## config.mk

```make
export PLATFORM = sky130hd
export DESIGN_NAME = elevon_mixer_with_trim
export DESIGN_NICKNAME = d
export VERILOG_FILES = /design/src/rtl/core/emwt_pkg.sv /design/src/rtl/core/elevon_mixer_with_trim.sv /design/src/rtl/core/emwt_sequencer.sv /design/src/rtl/core/emwt_datapath.sv
export SDC_FILE = /design/constraint.sdc
export NUM_CORES = 2
export LEC_CHECK = 0
export BUFFER_PORTS_ARGS = -buffer_cell sky130_fd_sc_hd__buf_2
export CAP_MARGIN = 20
export CORE_MARGIN = 4
export CORE_UTILIZATION = 45
export DETAILED_ROUTE_END_ITERATION = 10
export GPL_TIMING_DRIVEN = 1
export HOLD_SLACK_MARGIN = 0.05
export PLACE_DENSITY = 0.72
export SLEW_MARGIN = 20
export SYNTH_ARGS = -nofsm -noshare
export SYNTH_HDL_FRONTEND = slang
export SYNTH_SLANG_ARGS = --single-unit
```

## constraint.sdc

```tcl
create_clock -name clk_i -period 10.35 [get_ports clk_i]
set_clock_uncertainty 0.2 [all_clocks]
set_input_delay 0.5175 -clock clk_i [delete_from_list [all_inputs] [get_ports clk_i]]
set_output_delay 0.5175 -clock clk_i [all_outputs]
set_load 0.02 [all_outputs]
```

## src/rtl/core/emwt_pkg.sv

```systemverilog
// ----------------------------------------------------------------------------
// emwt_pkg: shared types, constants and microcode for the elevon mixer
// Holds the register map, control word layout, fixed-point constants and the
// microprogram table read by the sequencer.
// ----------------------------------------------------------------------------
package emwt_pkg;

  // Scale constants
  localparam int STICK_FULL_SCALE = 1000;
  localparam int KNOB_UNIT        = 1000;
  localparam int MAP_DEN          = KNOB_UNIT * STICK_FULL_SCALE;

  // Reciprocals for division by constants: q = (n * RECIP) >> SHIFT,
  // then at most one upward correction.
  localparam int SHIFT_KNOB = 21;
  localparam int SHIFT_FULL = 21;
  localparam int SHIFT_MAP  = 29;
  localparam int RECIP_KNOB = (1 << SHIFT_KNOB) / KNOB_UNIT;
  localparam int RECIP_FULL = (1 << SHIFT_FULL) / STICK_FULL_SCALE;
  localparam int RECIP_MAP  = (1 << SHIFT_MAP) / MAP_DEN;

  // Register reset values
  localparam logic [7:0] LEFT_MIN_RST  = 8'd0;
  localparam logic [7:0] LEFT_MAX_RST  = 8'd180;
  localparam logic [7:0] RIGHT_MIN_RST = 8'd0;
  localparam logic [7:0] RIGHT_MAX_RST = 8'd180;
  localparam logic [7:0] IDLE_RST      = 8'd60;
  localparam logic [7:0] TOP_RST       = 8'd180;
  localparam logic [7:0] TRIM_L_RST    = 8'((9'(LEFT_MIN_RST) + 9'(LEFT_MAX_RST)) >> 1);
  localparam logic [7:0] TRIM_R_RST    = 8'((9'(RIGHT_MIN_RST) + 9'(RIGHT_MAX_RST)) >> 1);

  // Register map
  typedef enum logic [2:0] {
    CFG_LEFT_MIN  = 3'd0,
    CFG_LEFT_MAX  = 3'd1,
    CFG_RIGHT_MIN = 3'd2,
    CFG_RIGHT_MAX = 3'd3,
    CFG_IDLE      = 3'd4,
    CFG_TOP       = 3'd5
  } cfg_idx_e;

  typedef struct packed {
    logic [7:0] left_min;
    logic [7:0] left_max;
    logic [7:0] right_min;
    logic [7:0] right_max;
    logic [7:0] idle;
    logic [7:0] top;
  } cfg_t;

  // Micro-operations of the datapath
  typedef enum logic [3:0] {
    UOP_NOP,
    UOP_THR_MUL,
    UOP_DIV_EST,
    UOP_DIV_REM,
    UOP_DIV_FIX,
    UOP_THR_SCALE,
    UOP_MOTOR_OUT,
    UOP_MIX,
    UOP_MAP_SEL,
    UOP_MAP_MUL,
    UOP_SERVO_OUT,
    UOP_TRIM,
    UOP_FAILSAFE
  } uop_e;

  typedef enum logic [1:0] {
    COND_NONE,
    COND_ALWAYS,
    COND_TRIM,
    COND_LINK_BAD
  } cond_e;

  typedef enum logic [1:0] {
    DIV_KNOB,
    DIV_FULL,
    DIV_MAP
  } div_e;

  typedef enum logic {
    SIDE_LEFT,
    SIDE_RIGHT
  } side_e;

  typedef enum logic {
    SEQ_IDLE,
    SEQ_RUN
  } seq_state_e;

  localparam int PC_W = 5;

  typedef struct packed {
    uop_e            op;
    side_e           side;
    div_e            div;
    logic            floor_rnd;  // 1: round quotient to -inf, 0: toward zero
    cond_e           cond;
    logic [PC_W-1:0] target;
    logic            done;       // last step: hand the result to the output
  } ucw_t;

  typedef struct packed {
    logic is_trim;
    logic link_ok;
  } seq_flags_t;

  // Program entry points
  localparam logic [PC_W-1:0] ADDR_TRIM = 5'd25;
  localparam logic [PC_W-1:0] ADDR_FAIL = 5'd26;
  localparam logic [PC_W-1:0] ADDR_DONE = 5'd27;

  function automatic ucw_t uw(input uop_e op, input side_e side, input div_e div,
                              input logic flr, input cond_e cond,
                              input logic [PC_W-1:0] tgt, input logic done);
    ucw_t w;
    w.op        = op;
    w.side      = side;
    w.div       = div;
    w.floor_rnd = flr;
    w.cond      = cond;
    w.target    = tgt;
    w.done      = done;
    return w;
  endfunction

  // Microprogram
  function automatic ucw_t ucode_word(input logic [PC_W-1:0] pc);
    ucw_t cw;
    cw = uw(UOP_NOP, SIDE_LEFT, DIV_MAP, 1'b0, COND_NONE, '0, 1'b1);
    case (pc)
      // dispatch
      5'd0:  cw = uw(UOP_NOP,       SIDE_LEFT,  DIV_MAP,  1'b0, COND_TRIM,     ADDR_TRIM, 1'b0);
      5'd1:  cw = uw(UOP_NOP,       SIDE_LEFT,  DIV_MAP,  1'b0, COND_LINK_BAD, ADDR_FAIL, 1'b0);
      // motor: idle + trunc(min(thr*tlim/KNOB, FULL) * (top-idle) / FULL)
      5'd2:  cw = uw(UOP_THR_MUL,   SIDE_LEFT,  DIV_KNOB, 1'b0, COND_NONE,     '0,        1'b0);
      5'd3:  cw = uw(UOP_DIV_EST,   SIDE_LEFT,  DIV_KNOB, 1'b0, COND_NONE,     '0,        1'b0);
      5'd4:  cw = uw(UOP_DIV_REM,   SIDE_LEFT,  DIV_KNOB, 1'b0, COND_NONE,     '0,        1'b0);
      5'd5:  cw = uw(UOP_DIV_FIX,   SIDE_LEFT,  DIV_KNOB, 1'b0, COND_NONE,     '0,        1'b0);
      5'd6:  cw = uw(UOP_THR_SCALE, SIDE_LEFT,  DIV_FULL, 1'b0, COND_NONE,     '0,        1'b0);
      5'd7:  cw = uw(UOP_DIV_EST,   SIDE_LEFT,  DIV_FULL, 1'b0, COND_NONE,     '0,        1'b0);
      5'd8:  cw = uw(UOP_DIV_REM,   SIDE_LEFT,  DIV_FULL, 1'b0, COND_NONE,     '0,        1'b0);
      5'd9:  cw = uw(UOP_DIV_FIX,   SIDE_LEFT,  DIV_FULL, 1'b0, COND_NONE,     '0,        1'b0);
      5'd10: cw = uw(UOP_MOTOR_OUT, SIDE_LEFT,  DIV_FULL, 1'b0, COND_NONE,     '0,        1'b0);
      // left surface
      5'd11: cw = uw(UOP_MIX,       SIDE_LEFT,  DIV_MAP,  1'b1, COND_NONE,     '0,        1'b0);
      5'd12: cw = uw(UOP_MAP_SEL,   SIDE_LEFT,  DIV_MAP,  1'b1, COND_NONE,     '0,        1'b0);
      5'd13: cw = uw(UOP_MAP_MUL,   SIDE_LEFT,  DIV_MAP,  1'b1, COND_NONE,     '0,        1'b0);
      5'd14: cw = uw(UOP_DIV_EST,   SIDE_LEFT,  DIV_MAP,  1'b1, COND_NONE,     '0,        1'b0);
      5'd15: cw = uw(UOP_DIV_REM,   SIDE_LEFT,  DIV_MAP,  1'b1, COND_NONE,     '0,        1'b0);
      5'd16: cw = uw(UOP_DIV_FIX,   SIDE_LEFT,  DIV_MAP,  1'b1, COND_NONE,     '0,        1'b0);
      5'd17: cw = uw(UOP_SERVO_OUT, SIDE_LEFT,  DIV_MAP,  1'b1, COND_NONE,     '0,        1'b0);
      // right surface
      5'd18: cw = uw(UOP_MIX,       SIDE_RIGHT, DIV_MAP,  1'b1, COND_NONE,     '0,        1'b0);
      5'd19: cw = uw(UOP_MAP_SEL,   SIDE_RIGHT, DIV_MAP,  1'b1, COND_NONE,     '0,        1'b0);
      5'd20: cw = uw(UOP_MAP_MUL,   SIDE_RIGHT, DIV_MAP,  1'b1, COND_NONE,     '0,        1'b0);
      5'd21: cw = uw(UOP_DIV_EST,   SIDE_RIGHT, DIV_MAP,  1'b1, COND_NONE,     '0,        1'b0);
      5'd22: cw = uw(UOP_DIV_REM,   SIDE_RIGHT, DIV_MAP,  1'b1, COND_NONE,     '0,        1'b0);
      5'd23: cw = uw(UOP_DIV_FIX,   SIDE_RIGHT, DIV_MAP,  1'b1, COND_NONE,     '0,        1'b0);
      5'd24: cw = uw(UOP_SERVO_OUT, SIDE_RIGHT, DIV_MAP,  1'b1, COND_ALWAYS,   ADDR_DONE, 1'b0);
      // trim adjust and failsafe
      5'd25: cw = uw(UOP_TRIM,      SIDE_LEFT,  DIV_MAP,  1'b0, COND_ALWAYS,   ADDR_DONE, 1'b0);
      5'd26: cw = uw(UOP_FAILSAFE,  SIDE_LEFT,  DIV_MAP,  1'b0, COND_NONE,     '0,        1'b0);
      5'd27: cw = uw(UOP_NOP,       SIDE_LEFT,  DIV_MAP,  1'b0, COND_NONE,     '0,        1'b1);
      default: cw = uw(UOP_NOP, SIDE_LEFT, DIV_MAP, 1'b0, COND_NONE, '0, 1'b1);
    endcase
    return cw;
  endfunction

endpackage

```

## src/rtl/core/elevon_mixer_with_trim.sv

```systemverilog
// ----------------------------------------------------------------------------
// elevon_mixer_with_trim: elevon mixer, throttle mapper and trim adjust
// Time from acceptance to result is set by the microprogram length for each
// kind of item: control update, failsafe frame and trim adjust.
// A new item is taken only once the sequencer is idle again; it runs one
// item at a time through a single shared multiply/divide datapath.
// Reset: registers take their default values, trims return to the floored
// midpoints, no result is pending.
// ----------------------------------------------------------------------------
module elevon_mixer_with_trim
  import emwt_pkg::*;
(
  input  logic        clk_i,
  input  logic        rst_ni,
  // input items
  input  logic        s_axis_tvalid,
  output logic        s_axis_tready,
  input  logic [63:0] s_axis_tdata,  // throttle_stick, roll_stick, pitch_stick,
                                     // throttle_limit, surface_limit, buttons
  input  logic [2:0]  s_axis_tuser,  // opcode, link_connected, link_correct
  // result items
  output logic        m_axis_tvalid,
  input  logic        m_axis_tready,
  output logic [31:0] m_axis_tdata,  // motor_command, left_servo_angle,
                                     // right_servo_angle, beep_request
  // configuration writes
  input  logic        cfg_valid_i,
  output logic        cfg_ready_o,
  input  logic [2:0]  cfg_index_i,
  input  logic [7:0]  cfg_data_i
);

  cfg_t       cfg_q, cfg_d;
  ucw_t       cw;
  seq_flags_t flags;
  logic       load, step_en, emit;

  // configuration registers
  assign cfg_ready_o = 1'b1;

  always_comb begin
    cfg_d = cfg_q;
    if (cfg_valid_i) begin
      unique case (cfg_idx_e'(cfg_index_i))
        CFG_LEFT_MIN:  cfg_d.left_min  = cfg_data_i;
        CFG_LEFT_MAX:  cfg_d.left_max  = cfg_data_i;
        CFG_RIGHT_MIN: cfg_d.right_min = cfg_data_i;
        CFG_RIGHT_MAX: cfg_d.right_max = cfg_data_i;
        CFG_IDLE:      cfg_d.idle      = cfg_data_i;
        CFG_TOP:       cfg_d.top       = cfg_data_i;
        default: ;
      endcase
    end
  end

  always_ff @(posedge clk_i or negedge rst_ni) begin
    if (!rst_ni) begin
      cfg_q.left_min  <= LEFT_MIN_RST;
      cfg_q.left_max  <= LEFT_MAX_RST;
      cfg_q.right_min <= RIGHT_MIN_RST;
      cfg_q.right_max <= RIGHT_MAX_RST;
      cfg_q.idle      <= IDLE_RST;
      cfg_q.top       <= TOP_RST;
    end else begin
      cfg_q <= cfg_d;
    end
  end

  // step control
  emwt_sequencer u_seq (
    .clk_i       (clk_i),
    .rst_ni      (rst_ni),
    .in_valid_i  (s_axis_tvalid),
    .in_ready_o  (s_axis_tready),
    .load_o      (load),
    .out_ready_i (m_axis_tready),
    .out_valid_o (m_axis_tvalid),
    .flags_i     (flags),
    .cw_o        (cw),
    .step_en_o   (step_en),
    .emit_o      (emit)
  );

  // arithmetic and state
  emwt_datapath u_dp (
    .clk_i       (clk_i),
    .rst_ni      (rst_ni),
    .load_i      (load),
    .in_tdata_i  (s_axis_tdata),
    .in_tuser_i  (s_axis_tuser),
    .cfg_i       (cfg_q),
    .cw_i        (cw),
    .step_en_i   (step_en),
    .emit_i      (emit),
    .flags_o     (flags),
    .out_tdata_o (m_axis_tdata)
  );

endmodule

```

## src/rtl/core/emwt_sequencer.sv

```systemverilog
// ----------------------------------------------------------------------------
// emwt_sequencer: microprogram step counter and handshake control
// Steps through the control store, takes conditional jumps on item flags and
// holds the last step while the output register is still occupied.
// ----------------------------------------------------------------------------
module emwt_sequencer
  import emwt_pkg::*;
(
  input  logic       clk_i,
  input  logic       rst_ni,
  input  logic       in_valid_i,
  output logic       in_ready_o,
  output logic       load_o,
  input  logic       out_ready_i,
  output logic       out_valid_o,
  input  seq_flags_t flags_i,
  output ucw_t       cw_o,
  output logic       step_en_o,
  output logic       emit_o
);

  seq_state_e      state_q, state_d;
  logic [PC_W-1:0] pc_q, pc_d;
  logic            out_valid_q, out_valid_d;
  ucw_t            cw;
  logic            take_jump;
  logic            stall;

  assign cw = ucode_word(pc_q);

  // jump condition
  always_comb begin
    case (cw.cond)
      COND_NONE:     take_jump = 1'b0;
      COND_ALWAYS:   take_jump = 1'b1;
      COND_TRIM:     take_jump = flags_i.is_trim;
      COND_LINK_BAD: take_jump = !flags_i.link_ok;
      default:       take_jump = 1'b0;
    endcase
  end

  // last step waits while a result is still unclaimed
  assign stall = cw.done && out_valid_q && !out_ready_i;

  // next state
  always_comb begin
    state_d = state_q;
    pc_d    = pc_q;
    unique case (state_q)
      SEQ_IDLE: begin
        if (in_valid_i) begin
          state_d = SEQ_RUN;
          pc_d    = '0;
        end
      end
      SEQ_RUN: begin
        if (!stall) begin
          if (cw.done) begin
            state_d = SEQ_IDLE;
          end else if (take_jump) begin
            pc_d = cw.target;
          end else begin
            pc_d = pc_q + 1'b1;
          end
        end
      end
      default: state_d = SEQ_IDLE;
    endcase
  end

  // outputs
  always_comb begin
    in_ready_o = 1'b0;
    step_en_o  = 1'b0;
    emit_o     = 1'b0;
    unique case (state_q)
      SEQ_IDLE: in_ready_o = 1'b1;
      SEQ_RUN: begin
        step_en_o = !stall;
        emit_o    = cw.done && !stall;
      end
      default: in_ready_o = 1'b0;
    endcase
  end

  assign load_o = in_valid_i && in_ready_o;
  assign cw_o   = cw;

  // output valid flag
  always_comb begin
    out_valid_d = out_valid_q;
    if (emit_o) begin
      out_valid_d = 1'b1;
    end else if (out_ready_i) begin
      out_valid_d = 1'b0;
    end
  end

  assign out_valid_o = out_valid_q;

  always_ff @(posedge clk_i or negedge rst_ni) begin
    if (!rst_ni) begin
      state_q     <= SEQ_IDLE;
      pc_q        <= '0;
      out_valid_q <= 1'b0;
    end else begin
      state_q     <= state_d;
      pc_q        <= pc_d;
      out_valid_q <= out_valid_d;
    end
  end

endmodule

```

## src/rtl/core/emwt_datapath.sv

```systemverilog
// ----------------------------------------------------------------------------
// emwt_datapath: item capture, arithmetic registers and trim state
// One micro-operation per enabled cycle: multiply, reciprocal divide steps,
// mixing and clamping, surface map selection, trim update and result output.
// ----------------------------------------------------------------------------
module emwt_datapath
  import emwt_pkg::*;
(
  input  logic        clk_i,
  input  logic        rst_ni,
  input  logic        load_i,
  input  logic [63:0] in_tdata_i,  // throttle, roll, pitch, tlim, slim, buttons
  input  logic [2:0]  in_tuser_i,  // opcode, link_connected, link_correct
  input  cfg_t        cfg_i,
  input  ucw_t        cw_i,
  input  logic        step_en_i,
  input  logic        emit_i,
  output seq_flags_t  flags_o,
  output logic [31:0] out_tdata_o  // motor, left angle, right angle, beep
);

  // magnitude of a 9-bit signed difference
  function automatic logic [7:0] abs9(input logic signed [8:0] v);
    logic [8:0] m;
    m = v[8] ? 9'(-v) : 9'(v);
    return m[7:0];
  endfunction

  // captured item
  logic               opcode_q, conn_q, good_q;
  logic signed [10:0] thr_q, roll_q, pitch_q;
  logic [9:0]         tlim_q, slim_q;
  logic [4:0]         btn_q;

  // working registers
  logic [28:0]        n_q, n_d;
  logic               neg_q, neg_d;
  logic [10:0]        q_q, q_d;
  logic [20:0]        r_q, r_d;
  logic signed [11:0] f_q, f_d;
  logic signed [20:0] mix_q, mix_d;
  logic [19:0]        u_q, u_d;
  logic signed [8:0]  d_q, d_d;
  logic [7:0]         base_q, base_d;

  // results, trims and output register
  logic [7:0] res_motor_q, res_motor_d;
  logic [7:0] res_left_q, res_left_d;
  logic [7:0] res_right_q, res_right_d;
  logic       res_beep_q, res_beep_d;
  logic [7:0] trim_l_q, trim_l_d;
  logic [7:0] trim_r_q, trim_r_d;
  logic [7:0] out_motor_q, out_left_q, out_right_q;
  logic       out_beep_q;

  // capture on acceptance
  always_ff @(posedge clk_i) begin
    if (load_i) begin
      thr_q    <= in_tdata_i[10:0];
      roll_q   <= in_tdata_i[21:11];
      pitch_q  <= in_tdata_i[32:22];
      tlim_q   <= in_tdata_i[42:33];
      slim_q   <= in_tdata_i[52:43];
      btn_q    <= in_tdata_i[57:53];
      opcode_q <= in_tuser_i[0];
      conn_q   <= in_tuser_i[1];
      good_q   <= in_tuser_i[2];
    end
  end

  assign flags_o.is_trim = opcode_q;
  assign flags_o.link_ok = conn_q && good_q;

  // divisor constants
  logic [19:0] dv;
  logic [11:0] recip;
  logic [4:0]  dsh;
  always_comb begin
    case (cw_i.div)
      DIV_KNOB: begin
        dv = 20'(KNOB_UNIT); recip = 12'(RECIP_KNOB); dsh = 5'(SHIFT_KNOB);
      end
      DIV_FULL: begin
        dv = 20'(STICK_FULL_SCALE); recip = 12'(RECIP_FULL); dsh = 5'(SHIFT_FULL);
      end
      default: begin
        dv = 20'(MAP_DEN); recip = 12'(RECIP_MAP); dsh = 5'(SHIFT_MAP);
      end
    endcase
  end

  // quotient estimate, remainder and correction
  logic [40:0]        div_prod;
  logic [30:0]        qd_prod, rem_full;
  logic               rem_ge;
  logic [11:0]        q_corr, mag;
  logic [20:0]        rem_corr;
  logic signed [11:0] f_fix;
  always_comb begin
    div_prod = 41'(n_q) * 41'(recip);
    qd_prod  = 31'(q_q) * 31'(dv);
    rem_full = 31'(n_q) - qd_prod;
    rem_ge   = r_q >= 21'(dv);
    q_corr   = rem_ge ? 12'(q_q) + 12'd1 : 12'(q_q);
    rem_corr = rem_ge ? r_q - 21'(dv) : r_q;
    mag      = q_corr + 12'(cw_i.floor_rnd && neg_q && (rem_corr != '0));
    f_fix    = neg_q ? -$signed(mag) : $signed(mag);
  end

  // throttle terms
  logic              thr_pos;
  logic [10:0]       x_sat;
  logic signed [8:0] mdiff;
  always_comb begin
    thr_pos = !thr_q[10] && (thr_q != '0);
    x_sat   = (f_q > $signed(12'(STICK_FULL_SCALE))) ? 11'(STICK_FULL_SCALE) : f_q[10:0];
    mdiff   = $signed({1'b0, cfg_i.top}) - $signed({1'b0, cfg_i.idle});
  end

  // mixing and side selection
  logic signed [12:0] mix_sum;
  logic signed [23:0] mix_prod;
  logic [7:0]         s_lo, s_hi, s_mid;
  always_comb begin
    if (cw_i.side == SIDE_RIGHT) begin
      mix_sum = -(13'(pitch_q) + 13'(roll_q));
      s_lo    = cfg_i.right_min;
      s_hi    = cfg_i.right_max;
      s_mid   = trim_r_q;
    end else begin
      mix_sum = 13'(pitch_q) - 13'(roll_q);
      s_lo    = cfg_i.left_min;
      s_hi    = cfg_i.left_max;
      s_mid   = trim_l_q;
    end
    mix_prod = 24'(mix_sum) * $signed({14'b0, slim_q});
  end

  // trim adjust
  logic signed [9:0] tl_v, tr_v;
  logic [7:0]        tl_new, tr_new;
  always_comb begin
    tl_v = $signed({2'b0, trim_l_q});
    if (btn_q[0]) begin
      tl_v = tl_v - 10'sd1;
    end else if (btn_q[1]) begin
      tl_v = tl_v + 10'sd1;
    end
    tr_v = $signed({2'b0, trim_r_q});
    if (btn_q[2]) begin
      tr_v = tr_v + 10'sd1;
    end else if (btn_q[3]) begin
      tr_v = tr_v - 10'sd1;
    end
    if (tl_v < $signed({2'b0, cfg_i.left_min})) begin
      tl_new = cfg_i.left_min;
    end else if (tl_v > $signed({2'b0, cfg_i.left_max})) begin
      tl_new = cfg_i.left_max;
    end else begin
      tl_new = tl_v[7:0];
    end
    if (tr_v < $signed({2'b0, cfg_i.right_min})) begin
      tr_new = cfg_i.right_min;
    end else if (tr_v > $signed({2'b0, cfg_i.right_max})) begin
      tr_new = cfg_i.right_max;
    end else begin
      tr_new = tr_v[7:0];
    end
  end

  // micro-operation execution
  always_comb begin
    n_d         = n_q;
    neg_d       = neg_q;
    q_d         = q_q;
    r_d         = r_q;
    f_d         = f_q;
    mix_d       = mix_q;
    u_d         = u_q;
    d_d         = d_q;
    base_d      = base_q;
    res_motor_d = res_motor_q;
    res_left_d  = res_left_q;
    res_right_d = res_right_q;
    res_beep_d  = res_beep_q;
    trim_l_d    = trim_l_q;
    trim_r_d    = trim_r_q;
    if (step_en_i) begin
      case (cw_i.op)
        UOP_THR_MUL: begin
          n_d   = thr_pos ? 29'(thr_q[9:0]) * 29'(tlim_q) : '0;
          neg_d = 1'b0;
        end
        UOP_DIV_EST: q_d = 11'(div_prod >> dsh);
        UOP_DIV_REM: r_d = rem_full[20:0];
        UOP_DIV_FIX: f_d = f_fix;
        UOP_THR_SCALE: begin
          n_d   = 29'(x_sat) * 29'(abs9(mdiff));
          neg_d = mdiff[8];
        end
        UOP_MOTOR_OUT: begin
          res_motor_d = cfg_i.idle + f_q[7:0];
          res_beep_d  = 1'b0;
        end
        UOP_MIX: begin
          if (mix_prod > $signed(24'(MAP_DEN))) begin
            mix_d = $signed(21'(MAP_DEN));
          end else if (mix_prod < -$signed(24'(MAP_DEN))) begin
            mix_d = -$signed(21'(MAP_DEN));
          end else begin
            mix_d = mix_prod[20:0];
          end
        end
        UOP_MAP_SEL: begin
          if (!mix_q[20]) begin
            u_d    = mix_q[19:0];
            d_d    = $signed({1'b0, s_hi}) - $signed({1'b0, s_mid});
            base_d = s_mid;
          end else begin
            u_d    = 20'(mix_q + $signed(21'(MAP_DEN)));
            d_d    = $signed({1'b0, s_mid}) - $signed({1'b0, s_lo});
            base_d = s_lo;
          end
        end
        UOP_MAP_MUL: begin
          n_d   = 29'(u_q) * 29'(abs9(d_q));
          neg_d = d_q[8];
        end
        UOP_SERVO_OUT: begin
          if (cw_i.side == SIDE_RIGHT) begin
            res_right_d = base_q + f_q[7:0];
          end else begin
            res_left_d = base_q + f_q[7:0];
          end
        end
        UOP_TRIM: begin
          trim_l_d    = tl_new;
          trim_r_d    = tr_new;
          res_motor_d = cfg_i.idle;
          res_left_d  = tl_new;
          res_right_d = tr_new;
          res_beep_d  = btn_q[4];
        end
        UOP_FAILSAFE: begin
          res_motor_d = cfg_i.idle;
          res_left_d  = trim_l_q;
          res_right_d = trim_r_q;
          res_beep_d  = 1'b0;
        end
        default: ;
      endcase
    end
  end

  // working and result registers
  always_ff @(posedge clk_i) begin
    n_q         <= n_d;
    neg_q       <= neg_d;
    q_q         <= q_d;
    r_q         <= r_d;
    f_q         <= f_d;
    mix_q       <= mix_d;
    u_q         <= u_d;
    d_q         <= d_d;
    base_q      <= base_d;
    res_motor_q <= res_motor_d;
    res_left_q  <= res_left_d;
    res_right_q <= res_right_d;
    res_beep_q  <= res_beep_d;
  end

  // trim midpoints
  always_ff @(posedge clk_i or negedge rst_ni) begin
    if (!rst_ni) begin
      trim_l_q <= TRIM_L_RST;
      trim_r_q <= TRIM_R_RST;
    end else begin
      trim_l_q <= trim_l_d;
      trim_r_q <= trim_r_d;
    end
  end

  // output register
  always_ff @(posedge clk_i) begin
    if (emit_i) begin
      out_motor_q <= res_motor_q;
      out_left_q  <= res_left_q;
      out_right_q <= res_right_q;
      out_beep_q  <= res_beep_q;
    end
  end

  assign out_tdata_o = {7'b0, out_beep_q, out_right_q, out_left_q, out_motor_q};

endmodule

```

# [Yosys cells after proc, flatten, opt, wreduce, memory -nomap -nowiden]
# Memories as Yosys holds them, arrays and structs flattened.
# Cells that the tools add are included.
[op_classes] addsub=21 mul=6 n_lt_le_gt_ge=8 n_eq_ne=26 shifts=1 muxes=49 bitwise=1 reduce_logical=44
[op_table] op="two-way mux 8 bit" count=12
[op_table] op="case mux 29 bit (3 select lines)" count=1
[op_table] op="two-way mux 20 bit" count=3
[op_table] op="case mux 8 bit (3 select lines)" count=2
[op_table] op="two-way mux 21 bit" count=2
[op_table] op="multiplier 29 x 12 -> 41 bit" count=1
[op_table] op=">> shifter 41 x 5 -> 11 bit" count=1
[op_table] op="two-way mux 10 bit" count=4
[op_table] op="two-way mux 12 bit" count=3
[op_table] op="AND reduction 2 bit" count=15
[op_table] op="multiplier 20 x 8 -> 28 bit" count=1
[op_table] op="subtractor 8 x 8 -> 9 bit" count=3
[op_table] op="> comparator 24 x 21 -> 1 bit (second input constant)" count=1
[op_table] op="< comparator 24 x 21 -> 1 bit (second input constant)" count=1
[op_table] op="multiplier 13 x 11 -> 24 bit" count=1
[op_table] op="greater-or-equal comparator 21 x 20 -> 1 bit" count=1
[op_table] op="multiplier 11 x 20 -> 21 bit" count=1
[op_table] op="nonzero test 21 bit" count=1
[op_table] op="subtractor 21 x 20 -> 21 bit" count=1
[op_table] op="subtractor 21 bit" count=1
[op_table] op="adder 20 x 17 -> 20 bit (second input constant)" count=1
[op_table] op="equality test 4 bit (second input constant)" count=5
[op_table] op="> comparator 10 x 9 -> 1 bit" count=2
[op_table] op="< comparator 10 x 9 -> 1 bit" count=2
[op_table] op="other kinds (44)" count=90
[totals] register_bits=314 romBits=480 inputBits=83 out_inout_bits=35 elab_cells=195 n_memories=1
[mem_list] name="(no name shown)" depth=32 word_bits=15 read_ports=1 rd_ports_with_merged_regs=0 wr=0 line="emwt_pkg.sv:131" source="case (pc)"

# [Depth between registers and ports, before layout]
# An unclocked memory read counts as a cell.
[depth] word_depth=11 depth_mapped=38 mapped_depth_nobuf=36

# [Modules after synthesis]
# A second synthesis with hierarchy kept.
[hier_totals] cells_unflattened=4448 hier_area_um2=42824.8
[modules_own_cells] mod="emwt_datapath" instances=1 cells_per_inst=4222 area_each_um2=40112.2 seq_area_each_um2=7677.4
[modules_own_cells] mod="elevon_mixer_with_trim" instances=1 cells_per_inst=108 area_each_um2=1864.3 seq_area_each_um2=1221.2
[modules_own_cells] mod="emwt_sequencer" instances=1 cells_per_inst=118 area_each_um2=848.3 seq_area_each_um2=175.2

# [Least setup slack after synthesis]
# No wires, ideal clock.
[synth_timing] path_kind="register to register" start="register u_dp.pitch_q[1]" end="register u_dp.mix_q[6], data pin" setup_ns=0.259 t_arrival_ns=8.459 required_time_ns=9.891 setup_slack_ns=1.432 stages_incl_launch_ff=32 n_path_buf=0 synth_period_minus_slack_ns=8.918 cell_sequence="edfxtp_1 > ha_1 > nand2b_1 > a21oi_1 > o21ai_0 > a21o_1 > a21oi_1 > nor4_1 > nor4_1 > o21bai_1 > xor2_1 > a21oi_2 > mux2_2 > fa_1 > inv_1 > fa_1 > fa_1 > fa_1 > inv_1 > fa_1 > inv_1 > ha_1 > a21o_1 > a221o_1 > o2111ai_1 > nand3b_1 > o311a_1 > nor2_1 > o31ai_1 > xnor2_1 > mux2_2 > or2_1"
[synth_via] elab_chain_len=6 elab_cells_between_ends=8 cone_classes="add/sub (3); mul (1); order compare (2); mux (1); reduce/logical (1)"
[synth_lines] item="start, declared" line="emwt_datapath.sv:31" source="logic signed [10:0] thr_q, roll_q, pitch_q;"
[synth_lines] item="start signal, assigned" line="emwt_datapath.sv:61" source="pitch_q <= in_tdata_i[32:22];"
[synth_lines] item="adder 11 x 11 -> 12 bit" line="emwt_datapath.sv:126" source="mix_sum = -(13'(pitch_q) + 13'(roll_q));"
[synth_lines] item="negator 13 bit" line="emwt_datapath.sv:126"
[synth_lines] item="two-way mux 13 bit (*)" line="emwt_datapath.sv:125" source="if (cw_i.side == SIDE_RIGHT) begin"
[synth_lines] item="multiplier 13 x 11 -> 24 bit (*)" line="emwt_datapath.sv:136" source="mix_prod = 24'(mix_sum) * $signed({14'b0, slim_q});"
[synth_lines] item="< comparator 24 x 21 -> 1 bit / > comparator 24 x 21 -> 1 bit (equally long branches)" line="emwt_datapath.sv:208, emwt_datapath.sv:206"
[synth_lines] item="OR reduction 2 bit (no line)"
[synth_lines] item="end signal, assigned" line="emwt_datapath.sv:262" source="mix_q <= mix_d;"
[synth_lines] item="end, declared" line="emwt_datapath.sv:41" source="logic signed [20:0] mix_q, mix_d;"
# Mark *: on every way between the ends. The rest lies on a longest branch, timed or not.
# A chain may end at the register's enable or synchronous reset.

# [Worst setup path after layout]
[layout_timing] start="register u_dp.roll_q[1]" end="register u_dp.mix_q[6], data pin"
[layout_via] elab_chain_len=6 elab_cells_between_ends=8 cone_classes="add/sub (3); mul (1); order compare (2); mux (1); reduce/logical (1)"
[layout_lines] item="start, declared" line="emwt_datapath.sv:31"
[layout_lines] item="start signal, assigned" line="emwt_datapath.sv:60" source="roll_q <= in_tdata_i[21:11];"
[layout_lines] item="adder 11 x 11 -> 12 bit" line="emwt_datapath.sv:126"
[layout_lines] item="negator 13 bit" line="emwt_datapath.sv:126"
[layout_lines] item="two-way mux 13 bit (*)" line="emwt_datapath.sv:125"
[layout_lines] item="multiplier 13 x 11 -> 24 bit (*)" line="emwt_datapath.sv:136"
[layout_lines] item="< comparator 24 x 21 -> 1 bit / > comparator 24 x 21 -> 1 bit (equally long branches)" line="emwt_datapath.sv:208, emwt_datapath.sv:206"
[layout_lines] item="OR reduction 2 bit (no line)"
# Marked as above.

==> impl_metrics.toml <==
[route]
wl_per_cell_um = 16.8
met2_length_um = 48600
vias_per_cell = 5.32
route.detailed.drc = 0
route.met3.wl_um = 5380
first_pass_iters = 6
top_layer = "met5"
met1Wirelength_um = 41100
drt-total-wl_um = 98900
ant_nets = 0
dr_total_vias = 31323
first_iter_violations = 2065

[worst_setup_path]
crit_top_cell = "fa_1"
end_kind = "register"
slowest_stage = "fa_1"
crit_family = "adder cells"
cp.buffers_inverters = 5
slowest_delay_ps = 540
path_class = "reg -> reg"
start_kind = "register"
crit_required_ps = 10500
arrival_ps = 10060
cp_max_fo = 13

[placed_design]
place_congestion = 0.920
io_buffer_count = 103
place.detailed.hpwl_um = 80400

[cts]
ctsLongestPathBuffers = 3
htree_num_levels = 2
numCtsBuffers = 38
root_buffer = "clkbuf_16"
cts_tree = "done"
clk_pin_slew_ps = 60
cts.sinks = 313
cts_setup_buffers = 0
clk_latency_ps = 600

[synth]
synth-seq-area-share_pct = 21.2
synthArstFlopShare_pct = 22.7
yosys_warnings = 0
synth_xor_area_share_pct = 4.91
synth_top_family_by_area = "adder cells"
synthMuxAreaShare_pct = 2.48
synth_compound_area_share_pct = 10.2
synth_edf_count = 242
ys_ff_latch = 313
synth_fa_ha_area_share_pct = 38.9
synthFlopType = "edfxtp_1"
yosysUniqueCellTypes = 112
synthCells = 4457
avgSynthCellArea_um2 = 9.62
syn_area_um2 = 42900
yosys.area_share.simple_pct = 14.6

[sta]
finalMaxSlewViolations = 0
hold_viol_final = 0
post-route-period-util_pct = 95.8
fmax_mhz = 101
setup_violations = 0
min_period_ps = 9910
tightest_slew_ps = 995
setup_tns_ps = 0
rsz0062_at_grt = "no"
relSlewSlack_pct = 33.2

[floorplanning]
die_area_um2 = 100000
rows = 112
die_w_um = 317
io-pin-count = 118
dieHeight_um = 317
start_util_pct = 45.7
core-area_um2 = 93900

[final_layout]
n_fill_cell = 8597
antenna_cells = 0
final_common_cell = "inv_1"
mostFrequentLayoutCells = "700 x inv_1, 527 x ha_1, 504 x fa_1"
drive_gt1_share_pct = 7.65
syn2layout_area_growth_pct = 9.05
fin_nets = 5715

[global_routing]
grt_overflow = 0
grt_pass1_wl_um = 164000
grt_use_total_pct = 20.1
antenna_found_initial = 1
grt_max_degree = 72
grt_pass1_vias = 32505

[min_path]
hold_class = "in -> reg"

[run]
max-cap-violations = 0

[run_status]
outcome = "completed"
sequential cells by signal, indices dropped and copies added (netlist names), 9 cells and up:
register,flops
u_dp.pitch_q,11
u_dp.f_q,12
cfg_q,48
u_dp.thr_q,11
u_dp.mix_q,21
u_dp.tlim_q,10
u_dp.n_q,28
u_dp.q_q,11
u_dp.roll_q,11
u_dp.d_q,9
u_dp.u_q,20
u_dp.r_q,21
u_dp.slim_q,10
stage by stage:
stage | hold slack (ps) | utilization, % | instances | area (µm²) | setup slack (ps)
2_1_floorplan | 21.9 | - | 4489 | 43000 | 1430
3_3_place_gp | 204 | 47.7 | 5746 | 44800 | 648
3_5_place_dp | 205 | 47.7 | 5746 | 44800 | 561
4_1_cts | 53.6 | 49.8 | 5884 | 46700 | 543
5_1_grt | 83.6 | 49.8 | 5884 | 46700 | 17.6
6_report | 77.9 | 49.8 | 5884 | 46700 | 435
logic make-up (layout without fill, tap and decap cells):
family,Yosys count,after routing
AOI/OAI and AO/OA,657,657
xor gates and xnor gates,238,238
adders and majority gates,1032,1032
buffers and inverters,841,982
DFF,313,313
muxes,100,100
other,2,34
and+or+nand+nor,1274,1274
path summary, 6_finish.rpt:
path / slack (ps) / cells after the start / start / endpoint
worst max-delay path: 440 / 33 / u_dp.roll_q[1] / u_dp.mix_q[6]
worst min-delay path: 80 / 3 / cfg_data_i[1] / cfg_q[41]
max in group asynchronous: 8860 / 3 / rst_ni / u_seq.pc_q[3]
worst max register to register: 440 / 33 / u_dp.roll_q[1] / u_dp.mix_q[6]
min in group asynchronous: 490 / 3 / rst_ni / cfg_q[41]
worst min register to register: 220 / 0 / u_dp.res_left_q[7] / u_dp.out_left_q[7]
cells in the mapped netlist, types with 94 or more instances:
cell / n / area [µm²]
nand3_1: 94 / 470
nor2_1: 220 / 826
o21ai_0: 163 / 816
inv_1: 700 / 2630
and2_1: 128 / 801
xnor2_1: 147 / 1290
nor2b_1: 113 / 707
clkbuf_1: 113 / 424
fa_1: 504 / 10100
nand2_1: 422 / 1580
edfxtp_1: 242 / 7270
a21oi_1: 133 / 666
ha_1: 527 / 6590
final cells by class:
type                            count  area [µm²]  area share [%]
Timing Repair Buffer              212        1510            3.22
Sequential cell                   313        9070            19.4
Inverter                          701        2630            5.63
Clock buffer                       45         977            2.09
Clock inverter                     24         275           0.589
Multi-Input combinational cell   3335       30700            65.7
Tap cell                         1254        1570            3.36
routing by layer:
metal	vias up	global-route usage (%)
li1	15027	-
met1	15313	25.3
met2	779	35.1
met3	202	3.22
met4	2	7.36
met5	-	0
worst min-delay path, cell delays in order:
cell     delay [ps]
buf_2           170
nand2_1          70
o21ai_0          70
repair_timing:
item / CTS / global route
endpoints found under the setup margin: 0 / 1
gates resized for setup: 0 / 1
endpoints found under the hold margin: 120 / 0
hold buffers: 69 / 0
Power is not shown: default switching activity piles up to over one toggle a cycle in this logic, so the estimate is an artifact.
